==> src/rtl/tsup_pkg.sv <==
// Shared types, constants and tick conversion helpers for the tick supervisor.
package tsup_pkg;

  localparam int TICKS_PER_SECOND = 100;

  // Register widths as the registers are specified
  localparam int IVAL_SEC_W  = 12;
  localparam int TMO_SEC_W   = 6;
  localparam int LED_OFF_W   = 9;
  localparam int LED_ON_W    = 6;
  localparam int LIMIT_SEC_W = 10;

  localparam int NUM_TASKS = 3;
  localparam int TASK_W    = 2;
  localparam int WATCH_W   = 16;

  // Largest value the send counter can reach: interval plus timeout, both at full scale
  localparam int SEND_CNT_MAX = ((1 << IVAL_SEC_W) - 1 + (1 << TMO_SEC_W) - 1) * TICKS_PER_SECOND;
  localparam int SEND_W       = $clog2(SEND_CNT_MAX + 2);
  localparam int LIMIT_W      = $clog2(((1 << LIMIT_SEC_W) - 1) * TICKS_PER_SECOND + 1);
  localparam int CMP_W        = (LIMIT_W > WATCH_W) ? LIMIT_W : WATCH_W;

  localparam int ADDR_W = 5;
  localparam int DATA_W = 32;

  typedef enum logic [1:0] {
    CMD_TICK     = 2'd0,
    CMD_SEND_ACK = 2'd1,
    CMD_ARM      = 2'd2,
    CMD_CLEAR    = 2'd3
  } cmd_e;

  typedef enum logic [1:0] {
    UPD_STOPPED  = 2'd0,
    UPD_STARTING = 2'd1,
    UPD_RUNNING  = 2'd2
  } upd_e;

  typedef enum logic [2:0] {
    REG_REPORT_INTERVAL = 3'd0,
    REG_RESEND_TIMEOUT  = 3'd1,
    REG_LED_OFF         = 3'd2,
    REG_LED_ON          = 3'd3,
    REG_RADIO_LIMIT     = 3'd4,
    REG_SENSOR_LIMIT    = 3'd5,
    REG_UPDATE_LIMIT    = 3'd6
  } reg_e;

  typedef struct packed {
    logic [1:0]        command;
    logic [TASK_W-1:0] task_index;
    logic [1:0]        update_state;
  } in_item_t;

  typedef struct packed {
    logic led_level;
    logic watchdog_kick;
    logic send_request;
    logic resume_update;
    logic system_reset;
  } out_item_t;

  // Tick-domain view of the configuration, handed from the register file to the core
  typedef struct packed {
    logic [LED_OFF_W-1:0]                 led_off;
    logic [LED_ON_W-1:0]                  led_on;
    logic [SEND_W-1:0]                    ival_ticks;
    logic [SEND_W-1:0]                    tmo_ticks;
    logic [SEND_W-1:0]                    reload_ticks;
    logic [NUM_TASKS-1:0][LIMIT_W-1:0]    limit_ticks;
  } cfg_t;

  function automatic logic [SEND_W-1:0] send_ticks(input logic [IVAL_SEC_W:0] secs);
    return SEND_W'(secs) * SEND_W'(TICKS_PER_SECOND);
  endfunction

  function automatic logic [LIMIT_W-1:0] limit_ticks(input logic [LIMIT_SEC_W-1:0] secs);
    return LIMIT_W'(secs) * LIMIT_W'(TICKS_PER_SECOND);
  endfunction

  // Reload after a resend timeout: one tick short of the interval, floored at zero
  function automatic logic [SEND_W-1:0] reload_of(input logic [SEND_W-1:0] ival);
    return (ival == '0) ? '0 : ival - SEND_W'(1);
  endfunction

endpackage

==> src/rtl/tsup_cfg_regs.sv <==
// APB register file; keeps raw settings and their tick-converted forms.
module tsup_cfg_regs (
  input  logic                        clk_i,
  input  logic                        rst_ni,
  input  logic                        psel,
  input  logic                        penable,
  input  logic                        pwrite,
  input  logic [tsup_pkg::ADDR_W-1:0] paddr,
  input  logic [tsup_pkg::DATA_W-1:0] pwdata,
  output logic [tsup_pkg::DATA_W-1:0] prdata,
  output logic                        pready,
  output tsup_pkg::cfg_t              cfg_o
);

  logic [tsup_pkg::IVAL_SEC_W-1:0]  ival_sec_q;
  logic [tsup_pkg::TMO_SEC_W-1:0]   tmo_sec_q;
  logic [tsup_pkg::LED_OFF_W-1:0]   led_off_q;
  logic [tsup_pkg::LED_ON_W-1:0]    led_on_q;
  logic [tsup_pkg::NUM_TASKS-1:0][tsup_pkg::LIMIT_SEC_W-1:0] limit_sec_q;
  tsup_pkg::cfg_t                   cfg_q;

  logic                             wr_en;
  tsup_pkg::reg_e                   wr_idx;
  logic [tsup_pkg::IVAL_SEC_W-1:0]  new_ival;
  logic [tsup_pkg::TMO_SEC_W-1:0]   new_tmo;
  logic [tsup_pkg::SEND_W-1:0]      new_ival_ticks;

  assign pready = 1'b1;
  assign wr_en  = psel && penable && pwrite;
  assign wr_idx = tsup_pkg::reg_e'(paddr[tsup_pkg::ADDR_W-1:2]);

  assign new_ival       = pwdata[tsup_pkg::IVAL_SEC_W-1:0];
  assign new_tmo        = pwdata[tsup_pkg::TMO_SEC_W-1:0];
  assign new_ival_ticks = tsup_pkg::send_ticks({1'b0, new_ival});

  always_ff @(posedge clk_i or negedge rst_ni) begin
    if (!rst_ni) begin
      ival_sec_q     <= tsup_pkg::IVAL_SEC_W'(60);
      tmo_sec_q      <= tsup_pkg::TMO_SEC_W'(10);
      led_off_q      <= tsup_pkg::LED_OFF_W'(300);
      led_on_q       <= tsup_pkg::LED_ON_W'(3);
      limit_sec_q[0] <= tsup_pkg::LIMIT_SEC_W'(90);
      limit_sec_q[1] <= tsup_pkg::LIMIT_SEC_W'(90);
      limit_sec_q[2] <= tsup_pkg::LIMIT_SEC_W'(300);
      cfg_q.led_off        <= tsup_pkg::LED_OFF_W'(300);
      cfg_q.led_on         <= tsup_pkg::LED_ON_W'(3);
      cfg_q.ival_ticks     <= tsup_pkg::send_ticks(13'd60);
      cfg_q.tmo_ticks      <= tsup_pkg::send_ticks(13'd70);
      cfg_q.reload_ticks   <= tsup_pkg::reload_of(tsup_pkg::send_ticks(13'd60));
      cfg_q.limit_ticks[0] <= tsup_pkg::limit_ticks(tsup_pkg::LIMIT_SEC_W'(90));
      cfg_q.limit_ticks[1] <= tsup_pkg::limit_ticks(tsup_pkg::LIMIT_SEC_W'(90));
      cfg_q.limit_ticks[2] <= tsup_pkg::limit_ticks(tsup_pkg::LIMIT_SEC_W'(300));
    end else if (wr_en) begin
      unique case (wr_idx)
        tsup_pkg::REG_REPORT_INTERVAL: begin
          ival_sec_q         <= new_ival;
          cfg_q.ival_ticks   <= new_ival_ticks;
          cfg_q.reload_ticks <= tsup_pkg::reload_of(new_ival_ticks);
          cfg_q.tmo_ticks    <= tsup_pkg::send_ticks({1'b0, new_ival} +
                                                     {7'b0, tmo_sec_q});
        end
        tsup_pkg::REG_RESEND_TIMEOUT: begin
          tmo_sec_q       <= new_tmo;
          cfg_q.tmo_ticks <= tsup_pkg::send_ticks({1'b0, ival_sec_q} + {7'b0, new_tmo});
        end
        tsup_pkg::REG_LED_OFF: begin
          led_off_q     <= pwdata[tsup_pkg::LED_OFF_W-1:0];
          cfg_q.led_off <= pwdata[tsup_pkg::LED_OFF_W-1:0];
        end
        tsup_pkg::REG_LED_ON: begin
          led_on_q     <= pwdata[tsup_pkg::LED_ON_W-1:0];
          cfg_q.led_on <= pwdata[tsup_pkg::LED_ON_W-1:0];
        end
        tsup_pkg::REG_RADIO_LIMIT: begin
          limit_sec_q[0]       <= pwdata[tsup_pkg::LIMIT_SEC_W-1:0];
          cfg_q.limit_ticks[0] <= tsup_pkg::limit_ticks(pwdata[tsup_pkg::LIMIT_SEC_W-1:0]);
        end
        tsup_pkg::REG_SENSOR_LIMIT: begin
          limit_sec_q[1]       <= pwdata[tsup_pkg::LIMIT_SEC_W-1:0];
          cfg_q.limit_ticks[1] <= tsup_pkg::limit_ticks(pwdata[tsup_pkg::LIMIT_SEC_W-1:0]);
        end
        tsup_pkg::REG_UPDATE_LIMIT: begin
          limit_sec_q[2]       <= pwdata[tsup_pkg::LIMIT_SEC_W-1:0];
          cfg_q.limit_ticks[2] <= tsup_pkg::limit_ticks(pwdata[tsup_pkg::LIMIT_SEC_W-1:0]);
        end
        default: begin
        end
      endcase
    end
  end

  always_comb begin
    prdata = '0;
    unique case (wr_idx)
      tsup_pkg::REG_REPORT_INTERVAL: prdata = tsup_pkg::DATA_W'(ival_sec_q);
      tsup_pkg::REG_RESEND_TIMEOUT:  prdata = tsup_pkg::DATA_W'(tmo_sec_q);
      tsup_pkg::REG_LED_OFF:         prdata = tsup_pkg::DATA_W'(led_off_q);
      tsup_pkg::REG_LED_ON:          prdata = tsup_pkg::DATA_W'(led_on_q);
      tsup_pkg::REG_RADIO_LIMIT:     prdata = tsup_pkg::DATA_W'(limit_sec_q[0]);
      tsup_pkg::REG_SENSOR_LIMIT:    prdata = tsup_pkg::DATA_W'(limit_sec_q[1]);
      tsup_pkg::REG_UPDATE_LIMIT:    prdata = tsup_pkg::DATA_W'(limit_sec_q[2]);
      default:                       prdata = '0;
    endcase
  end

  assign cfg_o = cfg_q;

endmodule

==> src/rtl/tsup_core.sv <==
// Supervisor state, per-command update logic and the result register.
module tsup_core (
  input  logic                clk_i,
  input  logic                rst_ni,
  input  tsup_pkg::cfg_t      cfg_i,
  input  logic                item_valid_i,
  input  tsup_pkg::in_item_t  item_i,
  output logic                take_o,
  output logic                out_valid_o,
  input  logic                out_stall_i,
  output tsup_pkg::out_item_t out_item_o
);

  logic [tsup_pkg::LED_OFF_W-1:0] led_cnt_q, led_cnt_d;
  logic                           led_line_q, led_line_d;
  logic [tsup_pkg::SEND_W-1:0]    send_cnt_q, send_cnt_d;
  logic [tsup_pkg::NUM_TASKS-1:0][tsup_pkg::WATCH_W-1:0] watch_q, watch_d;
  logic                           out_valid_q, out_valid_d;
  tsup_pkg::out_item_t            out_item_q, out_item_d;

  logic                           take;
  logic [tsup_pkg::LED_OFF_W:0]   led_next;
  logic [tsup_pkg::LED_OFF_W:0]   led_on_end;
  logic [tsup_pkg::SEND_W-1:0]    send_inc;
  logic [tsup_pkg::NUM_TASKS-1:0][tsup_pkg::WATCH_W-1:0] watch_inc;
  logic [tsup_pkg::NUM_TASKS-1:0] trip;

  // Take a beat when the result slot is empty or drains this cycle
  assign take   = item_valid_i && (!out_valid_q || !out_stall_i);
  assign take_o = take;

  assign led_next   = {1'b0, led_cnt_q} + 1'b1;
  assign led_on_end = {1'b0, cfg_i.led_off} + (tsup_pkg::LED_OFF_W + 1)'(cfg_i.led_on);
  assign send_inc   = send_cnt_q + 1'b1;

  always_comb begin
    for (int i = 0; i < tsup_pkg::NUM_TASKS; i++) begin
      watch_inc[i] = (watch_q[i] == '1) ? watch_q[i] : watch_q[i] + 1'b1;
      trip[i]      = (watch_q[i] != '0) &&
                     (tsup_pkg::CMP_W'(watch_inc[i]) >= tsup_pkg::CMP_W'(cfg_i.limit_ticks[i]));
    end
  end

  always_comb begin
    led_cnt_d  = led_cnt_q;
    led_line_d = led_line_q;
    send_cnt_d = send_cnt_q;
    watch_d    = watch_q;
    out_item_d = out_item_q;
    if (take) begin
      out_item_d = '0;
      unique case (tsup_pkg::cmd_e'(item_i.command))
        tsup_pkg::CMD_TICK: begin
          // LED pattern: high phase, low phase, then wrap and kick
          if (led_cnt_q != '1 && led_next <= {1'b0, cfg_i.led_off}) begin
            led_line_d = 1'b1;
            led_cnt_d  = led_next[tsup_pkg::LED_OFF_W-1:0];
          end else if (led_cnt_q != '1 && led_next <= led_on_end) begin
            led_line_d = 1'b0;
            led_cnt_d  = led_next[tsup_pkg::LED_OFF_W-1:0];
          end else begin
            led_cnt_d                = '0;
            out_item_d.watchdog_kick = 1'b1;
          end
          if (item_i.update_state == tsup_pkg::UPD_STOPPED) begin
            if (send_inc == cfg_i.ival_ticks) begin
              send_cnt_d              = send_inc;
              out_item_d.send_request = 1'b1;
            end else if (send_inc >= cfg_i.tmo_ticks) begin
              send_cnt_d = cfg_i.reload_ticks;
            end else begin
              send_cnt_d = send_inc;
            end
          end else if (item_i.update_state == tsup_pkg::UPD_STARTING) begin
            out_item_d.resume_update = 1'b1;
          end
          for (int i = 0; i < tsup_pkg::NUM_TASKS; i++) begin
            if (watch_q[i] != '0) begin
              watch_d[i] = watch_inc[i];
            end
          end
          out_item_d.system_reset = |trip;
        end
        tsup_pkg::CMD_SEND_ACK: begin
          send_cnt_d = '0;
        end
        tsup_pkg::CMD_ARM: begin
          if (item_i.task_index < tsup_pkg::TASK_W'(tsup_pkg::NUM_TASKS)) begin
            watch_d[item_i.task_index] = tsup_pkg::WATCH_W'(1);
          end
        end
        tsup_pkg::CMD_CLEAR: begin
          if (item_i.task_index < tsup_pkg::TASK_W'(tsup_pkg::NUM_TASKS)) begin
            watch_d[item_i.task_index] = '0;
          end
        end
        default: begin
        end
      endcase
      out_item_d.led_level = led_line_d;
    end
  end

  always_comb begin
    if (take) begin
      out_valid_d = 1'b1;
    end else if (!out_stall_i) begin
      out_valid_d = 1'b0;
    end else begin
      out_valid_d = out_valid_q;
    end
  end

  always_ff @(posedge clk_i or negedge rst_ni) begin
    if (!rst_ni) begin
      led_cnt_q   <= '0;
      led_line_q  <= 1'b0;
      send_cnt_q  <= '0;
      watch_q     <= '0;
      out_valid_q <= 1'b0;
    end else begin
      led_cnt_q   <= led_cnt_d;
      led_line_q  <= led_line_d;
      send_cnt_q  <= send_cnt_d;
      watch_q     <= watch_d;
      out_valid_q <= out_valid_d;
    end
  end

  always_ff @(posedge clk_i) begin
    out_item_q <= out_item_d;
  end

  assign out_valid_o = out_valid_q;
  assign out_item_o  = out_item_q;

`ifndef ASSERT_OFF
  a_send_bounded: assert property (@(posedge clk_i) disable iff (!rst_ni)
    send_cnt_q <= tsup_pkg::SEND_W'(tsup_pkg::SEND_CNT_MAX))
    else $error("send counter beyond its ceiling");

  a_kick_wraps: assert property (@(posedge clk_i) disable iff (!rst_ni)
    take && out_item_d.watchdog_kick |=> led_cnt_q == '0)
    else $error("watchdog kick without LED counter wrap");

  a_send_resume_excl: assert property (@(posedge clk_i) disable iff (!rst_ni)
    out_valid_q |-> !(out_item_q.send_request && out_item_q.resume_update))
    else $error("send request and resume pulse in one result");

  a_nontick_quiet: assert property (@(posedge clk_i) disable iff (!rst_ni)
    take && item_i.command != tsup_pkg::CMD_TICK |=>
      out_valid_q && !out_item_q.watchdog_kick && !out_item_q.send_request &&
      !out_item_q.resume_update && !out_item_q.system_reset)
    else $error("pulse raised on a non-tick command");

  a_led_hold: assert property (@(posedge clk_i) disable iff (!rst_ni)
    take && item_i.command != tsup_pkg::CMD_TICK |=> $stable(led_cnt_q) && $stable(led_line_q))
    else $error("LED state moved on a non-tick command");
`endif

endmodule

==> src/rtl/tick_supervisor_timers.sv <==
// Top level of the tick supervisor: input register, register file and core.
// Path: an accepted beat passes the input register, then the result register that
//   the state update writes.
// Throughput: one beat per cycle, back to back, while the result channel is not stalled.
// A stalled result holds the result register; the input register keeps taking a beat
//   whenever it drains in the same cycle.
// Reset (rst_ni, async low): counters and LED line cleared, all task watches unarmed,
//   registers back to their defaults; both valid flags drop.
module tick_supervisor_timers (
  input  logic                        clk_i,
  input  logic                        rst_ni,
  // APB configuration port
  input  logic                        psel,
  input  logic                        penable,
  input  logic                        pwrite,
  input  logic [tsup_pkg::ADDR_W-1:0] paddr,
  input  logic [tsup_pkg::DATA_W-1:0] pwdata,
  output logic [tsup_pkg::DATA_W-1:0] prdata,
  output logic                        pready,
  // Command channel
  input  logic                        in_valid_i,
  output logic                        in_stall_o,
  input  tsup_pkg::in_item_t          in_item_i,
  // Result channel
  output logic                        out_valid_o,
  input  logic                        out_stall_i,
  output tsup_pkg::out_item_t         out_item_o
);

  tsup_pkg::cfg_t     cfg;
  logic               in_valid_q, in_valid_d;
  tsup_pkg::in_item_t in_item_q;
  logic               in_accept;
  logic               core_take;

  // Hold the stage full until the core takes it; a drained stage refills at once
  assign in_stall_o = in_valid_q && !core_take;
  assign in_accept  = in_valid_i && !in_stall_o;

  always_comb begin
    if (in_accept) begin
      in_valid_d = 1'b1;
    end else if (core_take) begin
      in_valid_d = 1'b0;
    end else begin
      in_valid_d = in_valid_q;
    end
  end

  always_ff @(posedge clk_i or negedge rst_ni) begin
    if (!rst_ni) begin
      in_valid_q <= 1'b0;
    end else begin
      in_valid_q <= in_valid_d;
    end
  end

  // Payload needs no reset; load only on an accepted beat
  always_ff @(posedge clk_i) begin
    if (in_accept) begin
      in_item_q <= in_item_i;
    end
  end

  tsup_cfg_regs u_cfg (
    .clk_i   (clk_i),
    .rst_ni  (rst_ni),
    .psel    (psel),
    .penable (penable),
    .pwrite  (pwrite),
    .paddr   (paddr),
    .pwdata  (pwdata),
    .prdata  (prdata),
    .pready  (pready),
    .cfg_o   (cfg)
  );

  tsup_core u_core (
    .clk_i        (clk_i),
    .rst_ni       (rst_ni),
    .cfg_i        (cfg),
    .item_valid_i (in_valid_q),
    .item_i       (in_item_q),
    .take_o       (core_take),
    .out_valid_o  (out_valid_o),
    .out_stall_i  (out_stall_i),
    .out_item_o   (out_item_o)
  );

endmodule

==> config.mk <==
export PLATFORM = sky130hd
export DESIGN_NAME = tick_supervisor_timers
export DESIGN_NICKNAME = d
export VERILOG_FILES = /design/src/rtl/tsup_pkg.sv /design/src/rtl/tsup_cfg_regs.sv /design/src/rtl/tsup_core.sv /design/src/rtl/tick_supervisor_timers.sv
export SDC_FILE = /design/constraint.sdc
export NUM_CORES = 1
export LEC_CHECK = 0
export ABC_CLOCK_PERIOD_IN_PS = 4970
export BUFFER_PORTS_ARGS = -buffer_cell sky130_fd_sc_hd__clkbuf_2
export CORE_ASPECT_RATIO = 1.1
export CORE_MARGIN = 2
export CORE_UTILIZATION = 45
export DETAILED_ROUTE_END_ITERATION = 6
export GPL_ROUTABILITY_DRIVEN = 0
export PLACE_DENSITY_LB_ADDON = 0.2
export SLEW_MARGIN = 20
export SYNTH_ARGS = -nofsm -noshare
export SYNTH_HDL_FRONTEND = slang
export SYNTH_SLANG_ARGS = --single-unit
==> constraint.sdc <==
create_clock -name clk_i -period 4.97 [get_ports clk_i]
set_input_delay 0.497 -clock clk_i [delete_from_list [all_inputs] [get_ports clk_i]]
set_output_delay 0.497 -clock clk_i [all_outputs]
set_load 0.02 [all_outputs]
==> flow_summary.toml <==
[min_path]
min_path_type = "in2async"

[placement]
place_ws_ns = -0.1184
dpl_cell_area_um2 = 20150
io_buffers = 46
dp.final_hpwl_um = 39310

[timing]
rsz0062_at_grt = "yes"
setup_viol = 0
maxSlewViolCount = 0
fin_crit_sh_pct = 94.80
fin_tns_setup_ns = 0
period_minus_slack_ns = 4.711
slew_headroom_pct = 24.91
fmax_ghz = 0.2122
worstMarginPinSlew_ns = 1.119
skew_ns = 0.01634
final_hold_viol_count = 5
whs_ns = -0.02282
fin_ws_ns = 0.2585

[global_routing]
grt_pass1_vias = 15550
track_usage_pct = 24.01
grt_antenna_before_repair = 0
globalRouteOverflowTotal = 0
grt_max_degree = 118
grt_pass1_wl_um = 82750

[power]
swShare_pct = 38.92
power_frac_comb_pct = 47.1
seqPwrFrac_pct = 28.4
p_leak_nw = 10.26
p_sw_mw = 3.854
p_per_area_nw_per_um2 = 464.4
ir_drop_v = 0.0002677
pwr-share-clk_pct = 24.4
p_int_mw = 6.049

[clocking]
cts_buffer_depth = 3
cts_hold_buf = 0
htree_levels = 1
cts_sinks = 238
clk_pin_slew_ns = 0.06
cts_buffers = 28
clkLatencyLatePin_ns = 0.58
cts_tree = "built"
clock-root-buffer = "clkbuf_16"

[cells_and_area]
n_fill_cell = 3971
fin_area_um2 = 21330
drive_gt1_share_pct = 13.28
diodes = 0
nets = 2541
syn_to_final_growth_pct = 12.81

[synthesis]
async_flop_share_pct = 95.38
synth_area_per_cell_um2 = 8.801
ys_ff_latch = 238
synth_area_um2 = 18900
ys_warn_count = 0
synth_top_area_share_pct = 22.11
synth_cell_types = 78
ys_top_cells_by_area = "dfrtp_1, ha_1, dfstp_2, nand2_1, o21ai_0"
post-synth-top-area-cell = "dfrtp_1"
synth-main-ff-cell = "dfrtp_1"
seq_area_frac_synth_pct = 32.19
synth-edff-count = 11
netlist_instances = 2148

[run_status]
violations = "negative hold slack"
status = "finished with violations"

[die]
die-area_um2 = 43670
row_count = 78
core-area_um2 = 41380
dieWidth_um = 199.4
die_h_um = 219.0
start_util_pct = 45.69
ios = 90

[setup_path]
worstPathRequired_ns = 5.40
start_kind = "register"
critPathKind = "reg2reg"
rr_worst_depth = 23
cp_max_fo = 3
r2r-end = "u_cfg.cfg_o[88]$_DFFE_PN0P_"
crit_path_end = "u_cfg.cfg_o[88]$_DFFE_PN0P_"
endpoint_kind = "register"
arrival_ns = 5.14
reg2reg_slack_ns = 0.26
r2r-start = "u_cfg.tmo_sec_q[0]$_DFFE_PN0P_"
crit_start = "u_cfg.tmo_sec_q[0]$_DFFE_PN0P_"

[job]
drv_cap = 0

[routing]
vias = 15810
post-route-drc-count = 0
drtIter0Drc = 1229
routedWlPerCell_um = 18.41
drt_pre_antenna_iters = 5
postRouteAntennaNets = 0
wirelength_um = 51750
drt-vias-per-instance = 5.623
[final cells by class]
class	instances	area, um^2	area share (%)
timing repair buffer	133	918.4	4.306
sequential	238	6086	28.54
clock inverter	16	287.8	1.349
inverter	194	728.2	3.415
tap	560	700.7	3.286
multi-input combinational	1634	11790	55.29
clock buffer	36	813.3	3.814
[cells in the mapped netlist, types with 9 or more instances]
cell and n:
a21o_1 33, a21oi_1 86, a22o_1 25, a31oi_1 11, a32o_1 11, and2_1 16
and3_1 22, and4_1 9, buf_4 22, clkbuf_1 72, dfrtp_1 167, dfstp_2 60
edfxtp_1 11, fa_1 26, ha_1 236, inv_1 193, mux2_2 23, mux2i_1 29
nand2_1 284, nand2b_1 10, nand3_1 49, nand4_1 34, nor2_1 112, nor2b_1 28
nor3_1 43, nor4_1 13, o211ai_1 16, o21a_1 19, o21ai_0 170, o21bai_1 17
o22ai_1 10, o31ai_1 26, or3_1 17, xnor2_1 91, xor2_1 53
[placed cells by master (no fill, tap or decap), drive strengths merged, types with 29 or more instances in the layout]
master,Yosys,final
mux2i,29,29
nand4,34,34
nand3,50,50
dfrtp,167,167
inv,193,194
dfstp,60,60
o21ai,173,173
xor2,53,53
nor2,112,112
nand2,284,284
a21oi,87,87
a21o,33,33
ha,236,236
xnor2,91,91
nor3,43,43
buf,29,88
clkbuf,72,81
[per-stage QoR]
stage | hold WS [ns] | std cells | util [%] | total power, mW
after floorplan | 0.2014 | 2167 | - | 6.007
after global placement | 0.4485 | 2757 | 48.68 | 7.346
after detailed placement | 0.4498 | 2757 | 48.69 | 7.472
after CTS | 0.01791 | 2809 | 51.35 | 9.961
after global routing | 0.04740 | 2811 | 51.54 | 10.69
final | -0.02282 | 2811 | 51.54 | 9.903
[how the worst min path moves through the flow]
stage                                       from                           endpoint  slack, ns  cells past startpoint
3_5_place_dp   u_cfg.limit_sec_q[25]$_DFFE_PN1P_  u_cfg.limit_sec_q[25]$_DFFE_PN1P_       0.45                      2
6_report                                  rst_ni        u_cfg.cfg_o[84]$_DFFE_PN0P_      -0.02                      1
4_1_cts                                   rst_ni        u_cfg.cfg_o[87]$_DFFE_PN0P_       0.02                      1
3_3_place_gp    u_cfg.limit_sec_q[4]$_DFFE_PN1P_   u_cfg.limit_sec_q[4]$_DFFE_PN1P_       0.45                      2
5_1_grt                                   rst_ni        u_cfg.cfg_o[87]$_DFFE_PN0P_       0.05                      1
2_1_floorplan                             rst_ni             in_valid_q$_DFFE_PN0P_       0.20                      0
[cells by family after synthesis]
logic type | after synthesis | synth area share [%]
DFF | 238 | 32.19
adders and majority gates | 262 | 18.37
xor gates and xnor gates | 146 | 6.910
muxes | 54 | 3.144
buffers and inverters | 295 | 6.321
AOI/OAI and AO/OA | 483 | 16.29
and+or+nand+nor | 668 | 16.73
other | 2 | 0.03973
[power groups by stage]
stage / Sequential [mW] / Combinational [mW] / Clock [mW]
5_1_grt: 2.87 / 5.28 / 2.55
4_1_cts: 2.81 / 4.68 / 2.47
6_report: 2.81 / 4.67 / 2.42
2_1_floorplan: 2.70 / 3.31 / 0
3_3_place_gp: 2.82 / 4.52 / 0
3_5_place_dp: 2.84 / 4.64 / 0
[routing by layer]
metal	global-route usage, %	vias up	wire length, um
met1	32.24	7734	23040
met3	2.213	73	2156
met4	7.432	0	1398
li1	-	7655	-
met2	40.94	344	25160
met5	0	-	0
[critical path, cell delays in order, from the launching register on]
cell      delay (ns)
dfrtp_1         0.39
ha_2            0.20
inv_1           0.05
fa_2            0.33
inv_1           0.06
a21oi_1         0.06
o21bai_1        0.19
a21o_1          0.14
a21o_1          0.17
xor2_2          0.20
ha_1            0.27
ha_1            0.28
inv_1           0.05
fa_1            0.49
inv_1           0.04
ha_1            0.29
or3_1           0.30
o21ai_0         0.07
a21oi_1         0.08
a41o_1          0.21
o41a_1          0.33
xnor2_1         0.13
o22ai_1         0.15
a21oi_1         0.06
[repair_timing]
action                                  4_1_cts  5_1_grt
gates resized for setup                       0       15
buffers inserted                              0        2
endpoints found under the setup margin        0        4
[flip-flops by register name, summed over array words and instances (netlist names)]
register	flops
u_core.send_cnt_q	19
u_cfg.tmo_sec_q	6
u_core.watch_q	48
u_core.led_line_q	1
u_cfg.led_off_q	9
u_cfg.cfg_o	85
u_core.out_valid_o	1
in_valid_q	1
u_core.led_cnt_q	9
in_item_q	6
u_cfg.ival_sec_q	12
u_cfg.led_on_q	6
u_core.out_item_o	5
u_cfg.limit_sec_q	30
Note: power is estimated with default switching activity, not from simulation.
